<file path="config.mk">
export PLATFORM = sky130hd
export DESIGN_NAME = multichannel_pwm_pin_driver_unit
export DESIGN_NICKNAME = d
export VERILOG_FILES = /design/src/rtl/pwmd_pkg.sv /design/src/rtl/pwmd_cell.sv /design/src/rtl/multichannel_pwm_pin_driver_unit.sv
export SDC_FILE = /design/constraint.sdc
export NUM_CORES = 2
export LEC_CHECK = 0
export ABC_AREA = 1
export BUFFER_PORTS_ARGS = -buffer_cell sky130_fd_sc_hd__buf_2
export CAP_MARGIN = 25
export CORE_MARGIN = 1
export CORE_UTILIZATION = 50
export CTS_BUF_LIST = sky130_fd_sc_hd__clkbuf_4
export DETAILED_ROUTE_END_ITERATION = 8
export GPL_TIMING_DRIVEN = 0
export PLACE_DENSITY = 0.65
export SETUP_SLACK_MARGIN = 0.3
export SYNTH_ARGS = -nofsm -noshare
export SYNTH_HDL_FRONTEND = slang
export SYNTH_HIERARCHICAL = 1
export SYNTH_SLANG_ARGS = --single-unit
</file>
<file path="constraint.sdc">
create_clock -name clk -period 7.8 [get_ports clk]
set_clock_uncertainty 0.1 [all_clocks]
set_input_delay 0.78 -clock clk [delete_from_list [all_inputs] [get_ports clk]]
set_output_delay 0.78 -clock clk [all_outputs]
set_load 0.01 [all_outputs]
</file>
<file path="src/rtl/pwmd_pkg.sv">
// shared types, constants and helpers for the multichannel pwm pin driver
package pwmd_pkg;

	localparam int CHANNELS = 18;
	localparam int CNT_W = $clog2(CHANNELS + 1);
	localparam int PIN_W = 5;
	localparam int DUTY_W = 8;
	localparam int PHASE_W = 8;

	// logical pins 0..17 map onto ports a, c and d
	localparam int NPINS = 18;
	localparam int PORT_C_FIRST = 2;
	localparam int PORT_D_FIRST = 10;
	localparam int PORT_A_W = 3;
	localparam int PORT_CD_W = 8;

	localparam int IN_DATA_W = 16;
	localparam int OUT_DATA_W = 48;

	typedef enum logic [1:0] {
		OP_TICK     = 2'd0,
		OP_CONFIG   = 2'd1,
		OP_SET_DUTY = 2'd2
	} opcode_t;

	// request token that walks the cell row
	typedef struct packed {
		logic                 vld;
		opcode_t              op;
		logic                 ok;
		logic [PIN_W-1:0]     pin;
		logic [DUTY_W-1:0]    duty;
		logic [PHASE_W-1:0]   phase;
		logic [CNT_W-1:0]     used;
		logic [NPINS-1:0]     set;
		logic [NPINS-1:0]     clr;
	} tok_t;

	// one-hot pin select, zero for pins with no port bit
	function automatic logic [NPINS-1:0] pin_onehot(input logic [PIN_W-1:0] p);
		logic [NPINS-1:0] r;
		for (int k = 0; k < NPINS; k++) begin
			r[k] = (p == PIN_W'(k));
		end
		return r;
	endfunction

endpackage

</file>
<file path="src/rtl/pwmd_cell.sv">
// one pwm channel: holds pin and duty, updates the passing token
module pwmd_cell (
	input  logic                        clk,
	input  logic                        arst_n,
	input  logic [pwmd_pkg::CNT_W-1:0]  idx,
	input  logic                        adv,
	input  pwmd_pkg::tok_t              tok_in,
	output pwmd_pkg::tok_t              tok_out
);
	import pwmd_pkg::*;

	logic [PIN_W-1:0]  pin_q;
	logic [DUTY_W-1:0] duty_q;
	tok_t              tok_q;
	tok_t              nxt;
	logic              in_use;
	logic              drive;
	logic              high;
	logic [NPINS-1:0]  oh;

	assign in_use = (idx < tok_in.used);
	assign oh = pin_onehot(pin_q);

	// tick drive for this channel
	always_comb begin
		nxt = tok_in;
		high = (tok_in.phase == '0) && (duty_q != '0);
		drive = (tok_in.phase == '0) || (duty_q < tok_in.phase);
		if (tok_in.vld && tok_in.op == OP_TICK && in_use && drive) begin
			if (high) begin
				nxt.set = tok_in.set | oh;
				nxt.clr = tok_in.clr & ~oh;
			end else begin
				nxt.clr = tok_in.clr | oh;
				nxt.set = tok_in.set & ~oh;
			end
		end
	end

	// channel table entry
	always_ff @(posedge clk) begin
		if (adv && tok_in.vld) begin
			if (tok_in.op == OP_CONFIG && tok_in.ok && idx == tok_in.used) begin
				pin_q <= tok_in.pin;
				duty_q <= '0;
			end else if (tok_in.op == OP_SET_DUTY && in_use && pin_q == tok_in.pin) begin
				duty_q <= tok_in.duty;
			end
		end
	end

	// token hand-off to the next cell
	always_ff @(posedge clk or negedge arst_n) begin
		if (!arst_n) begin
			tok_q <= '0;
		end else if (adv) begin
			tok_q <= nxt;
		end
	end

	assign tok_out = tok_q;

endmodule

</file>
<file path="src/rtl/multichannel_pwm_pin_driver_unit.sv">
// multichannel pwm pin driver: request entry, cell row and result register
// a request passes the launch register, the cell row and the result register; output back-pressure stalls them all
// only one request is in flight at a time: the token steps one cell per cycle while the output is not stalled
// the next request is taken once the result has moved into the output register
// asynchronous reset clears phase, channel count, tokens and output valid
// the channel table itself is not cleared; only entries below the count are read
module multichannel_pwm_pin_driver_unit (
	input  logic                                clk,
	input  logic                                arst_n,
	input  logic                                s_tvalid,
	output logic                                s_tready,
	// opcode[1:0], pin[6:2], duty[14:7], zero[15]
	input  logic [pwmd_pkg::IN_DATA_W-1:0]      s_tdata,
	output logic                                m_tvalid,
	input  logic                                m_tready,
	// port_a_set[2:0], port_a_clear[5:3], port_c_set[13:6], port_c_clear[21:14],
	// port_d_set[29:22], port_d_clear[37:30], accepted[38], phase_now[46:39], zero[47]
	output logic [pwmd_pkg::OUT_DATA_W-1:0]     m_tdata
);
	import pwmd_pkg::*;

	logic [PHASE_W-1:0] phase_q;
	logic [CNT_W-1:0]   used_q;
	logic               busy_q;
	tok_t               launch_q;
	tok_t               chain [0:CHANNELS];
	tok_t               tail;
	tok_t               new_tok;
	logic               accept;
	logic               adv;
	logic               room;
	logic [NPINS-1:0]   out_set_q;
	logic [NPINS-1:0]   out_clr_q;
	logic               out_ok_q;
	logic [PHASE_W-1:0] out_phase_q;

	assign s_tready = !busy_q;
	assign accept = s_tvalid && s_tready;
	assign tail = chain[CHANNELS];
	assign adv = !(tail.vld && m_tvalid && !m_tready);
	assign room = (used_q < CNT_W'(CHANNELS));

	// build the token for an incoming request
	always_comb begin
		new_tok = '0;
		new_tok.vld = 1'b1;
		new_tok.op = opcode_t'(s_tdata[1:0]);
		new_tok.pin = s_tdata[6:2];
		new_tok.duty = s_tdata[14:7];
		new_tok.used = used_q;
		new_tok.ok = 1'b1;
		new_tok.phase = phase_q;
		case (new_tok.op)
			OP_TICK: begin
				new_tok.phase = phase_q + PHASE_W'(1);
			end
			OP_CONFIG: begin
				new_tok.ok = room;
				if (room) begin
					new_tok.clr = pin_onehot(s_tdata[6:2]);
				end
			end
			default: begin
			end
		endcase
	end

	// phase, channel count, busy flag and launch token
	always_ff @(posedge clk or negedge arst_n) begin
		if (!arst_n) begin
			phase_q <= '0;
			used_q <= '0;
			busy_q <= 1'b0;
			launch_q <= '0;
		end else begin
			if (adv) begin
				launch_q <= accept ? new_tok : '0;
			end
			if (accept) begin
				phase_q <= new_tok.phase;
				busy_q <= 1'b1;
				if (new_tok.op == OP_CONFIG && room) begin
					used_q <= used_q + CNT_W'(1);
				end
			end else if (tail.vld && adv) begin
				busy_q <= 1'b0;
			end
		end
	end

	// cell row
	assign chain[0] = launch_q;
	for (genvar i = 0; i < CHANNELS; i++) begin : g_cell
		pwmd_cell u_cell (
			.clk     (clk),
			.arst_n  (arst_n),
			.idx     (CNT_W'(i)),
			.adv     (adv),
			.tok_in  (chain[i]),
			.tok_out (chain[i+1])
		);
	end

	// result register
	always_ff @(posedge clk or negedge arst_n) begin
		if (!arst_n) begin
			m_tvalid <= 1'b0;
		end else if (tail.vld && adv) begin
			m_tvalid <= 1'b1;
		end else if (m_tready) begin
			m_tvalid <= 1'b0;
		end
	end

	always_ff @(posedge clk) begin
		if (tail.vld && adv) begin
			out_set_q <= tail.set;
			out_clr_q <= tail.clr;
			out_ok_q <= tail.ok;
			out_phase_q <= tail.phase;
		end
	end

	// pack the port masks
	assign m_tdata = {
		1'b0,
		out_phase_q,
		out_ok_q,
		out_clr_q[NPINS-1:PORT_D_FIRST],
		out_set_q[NPINS-1:PORT_D_FIRST],
		out_clr_q[PORT_D_FIRST-1:PORT_C_FIRST],
		out_set_q[PORT_D_FIRST-1:PORT_C_FIRST],
		out_clr_q[PORT_C_FIRST-1:0], 1'b0,
		out_set_q[PORT_C_FIRST-1:0], 1'b0
	};

`ifndef SYNTH
	a_count_bound: assert property (@(posedge clk) disable iff (!arst_n)
		used_q <= CNT_W'(CHANNELS))
		else $error("channel count beyond table size");

	a_idle_chain_empty: assert property (@(posedge clk) disable iff (!arst_n)
		!busy_q |-> (!tail.vld && !launch_q.vld))
		else $error("token in flight while idle");

	a_accept_busy: assert property (@(posedge clk) disable iff (!arst_n)
		accept |=> busy_q)
		else $error("request accepted without going busy");

	a_mask_disjoint: assert property (@(posedge clk) disable iff (!arst_n)
		m_tvalid |-> ((out_set_q & out_clr_q) == '0))
		else $error("pin both set and cleared");
`endif

endmodule
</file>
==> results by group <==
GRT
  • Total Routing Usage GR: 0.309
  • Total gr overflow: 0
  • Antenna violations before repair: 2
  • First-pass GRT wire length: approximately 420 mm
  • Largest net degree at the start of global routing: roughly 170
  • Number of global-route vias before repair: roughly 74000

Critical path
  • CP startpoint kind: input port
  • Reg-to-reg startpoint: g_cell[17].u_cell/tok_out[65]
  • CP max stage cell: dlygate4sd3_1
  • Worst setup path start: arst_n
  • Critical Path End Type: asynchronous set/reset pin
  • WP data required: roughly 9.1 ns
  • Critical path, cell by cell: dlygate4sd3_1, dlygate4sd3_1, buf_12, buf_16, buf_16, buf_16, buf_16, buf_16
  • Worst EP arrival: approximately 4.9 ns
  • CP max stage delay: 0.60 ns
  • Worst path most repeated cell: buf_16
  • Highest fanout seen on the critical path: between 150 and 200
  • CP Class: in2async

Power
  • Leakage: around 49 nW
  • Pwr/cell area: roughly 340 nW/um^2
  • Total power: between 0.03 and 0.04 W
  • Maximum VDD drop: 0.000191 V

Timing
  • Final setup fails: 0
  • Fin crit share: 0.464
  • RSZ-0062 raised after global routing: false
  • Fmax: ~280 MHz
  • Max_slew headroom: 0.339
  • Worst slew pin tran: 0.991 ns
  • Total Negative Setup Slacks: 0 ns
  • Endpoints failing hold: 0
  • Max Slew Vio Count: 0
  • Final Critical Period: ~3.6 ns

Clock tree
  • Postcts setup bufs: 0
  • Root Buffer: clkbuf_4
  • CTS resizes: 0
  • Clock Path Buffers: 4
  • TritonCTS buffer count: ~420
  • CTS tree: built
  • Post-CTS Hold Buffers: 37
  • Clock Latency Late Sink: roughly 1.4 ns
  • Htree depth: 5
  • CTS sink count: 1510
  • Reg clk slew, reported paths: roughly 0.06 ns

Final layout
  • Fillers: 16400
  • Nets: roughly 12000
  • Area delta synth->final: 11.1%
  • Share of layout cells above drive strength 1: 0.118
  • Commonest non-fill, non-tap cell in the layout: nand2_1
  • Most frequent cells in the layout: nand2_1, nand3_1, dfrtp_1

Route
  • DR vias/cell: roughly 5.3
  • Drt pass-1 iters: 7
  • DR vias: 78600
  • Residual antenna-violating net count after detailed routing: 0
  • Final WL: between 200 and 300 mm
  • DRC violation count after routing: 0
  • WL/cell: 18.2 um
  • First DRT Iteration DRCs: roughly 7500

Synthesis
  • Mapped Area: roughly 86000 um^2
  • Synth Warn #: 6
  • Synth Instances: between 10000 and 15000
  • Post-Syn Area per Cell: about 7.5 um^2

Hold path
  • Type of the worst min-delay path: in2reg
  • Hold Path Origin: s_tdata[5]

Floorplanning
  • Die H: around 420 um
  • Placement Rows: approximately 150
  • Die area: around 170000 um^2
  • # IOs: 70
  • Die width: approximately 420 um
  • Starting density of the core: 0.506
  • Core footprint: 170000 um^2

Placement
  • GP Congestion: around 0.95
  • Post-DP HPWL: slightly above 200 mm
  • IO Port Bufs: between 60 and 70

Run
  • Max_cap viols: 0

Outcome
  • Outcome: complete, no violations
-- state kept, by name, summed over array words and instances (netlist names) --
signal,count
g_cell.u_cell/tok_out,1168
m_tvalid,1
out_clr_q,18
phase_q,8
chain,48
busy_q,1
out_set_q,18
out_ok_q,1
g_cell.u_cell/duty_q,144
g_cell.u_cell/pin_q,90
used_q,5
out_phase_q,8
-- power by group --
part	internal [W]	total [W]	switching, W	leakage, nW
logic	0.00403	0.0128	0.00877	26.9
registers	0.0103	0.0124	0.00206	18.7
clock network	0.00382	0.00719	0.00338	3.13
-- final cells by class --
cell class / instances / area [um^2] / area share
timing repair buffer: 112 / 988 / 0.0103
clock buffer: 616 / 4620 / 0.0483
buffer: 507 / 2910 / 0.0304
sequential: 1510 / 39200 / 0.409
multi-input combinational: 8506 / 40200 / 0.420
clock inverter: 100 / 594 / 0.00621
antenna: 7 / 17.5 / 0.000183
inverter: 1160 / 4360 / 0.0455
tap: 2295 / 2870 / 0.0300
-- critical path: cells and delay by family --
kind                   cells  cell delay (ns)
buffers and inverters      8             3.66
-- worst paths after layout --
path                            slack, ns                            to  cells after the start
worst max register to register       4.28    g_cell[7].u_cell/duty_q[4]                      5
worst min register to register       0.34                out_phase_q[0]                      0
max in group clk                     4.28    g_cell[7].u_cell/duty_q[4]                      5
worst max-delay path                 4.18  g_cell[10].u_cell/tok_out[6]                      8
worst min-delay path                 0.26                   chain[1192]                      5
min in group asynchronous            0.54   g_cell[2].u_cell/tok_out[1]                      4
-- metrics by stage --
| step | instances | instance area (um^2) | utilization | setup WS, ns | hold slack, ns |
|---|---|---|---|---|---|
| 2_1_floorplan | 11700 | 86600 | - | 3.89 | 0.325 |
| 3_3_place_gp | 14000 | 89800 | 0.528 | -21.08 | 0.327 |
| 3_5_place_dp | 14100 | 90100 | 0.529 | 3.23 | 0.332 |
| 4_1_cts | 14800 | 95700 | 0.562 | 4.14 | 0.127 |
| 5_1_grt | 14800 | 95700 | 0.562 | 3.77 | 0.167 |
| 6_report | 14800 | 95700 | 0.562 | 4.18 | 0.263 |
-- per-layer routing --
metal / wire (um) / GRT usage / share of wire / vias up
met4: 9480 / 0.114 / 0.035 / 0
met5: 0 / 0 / 0 / -
met2: 112000 / 0.441 / 0.42 / 2902
li1: - / - / - / 38300
met3: 20000 / 0.0503 / 0.074 / 519
met1: 128000 / 0.467 / 0.48 / 36900
No activity file was read; power rests on OpenSTA's default activity.
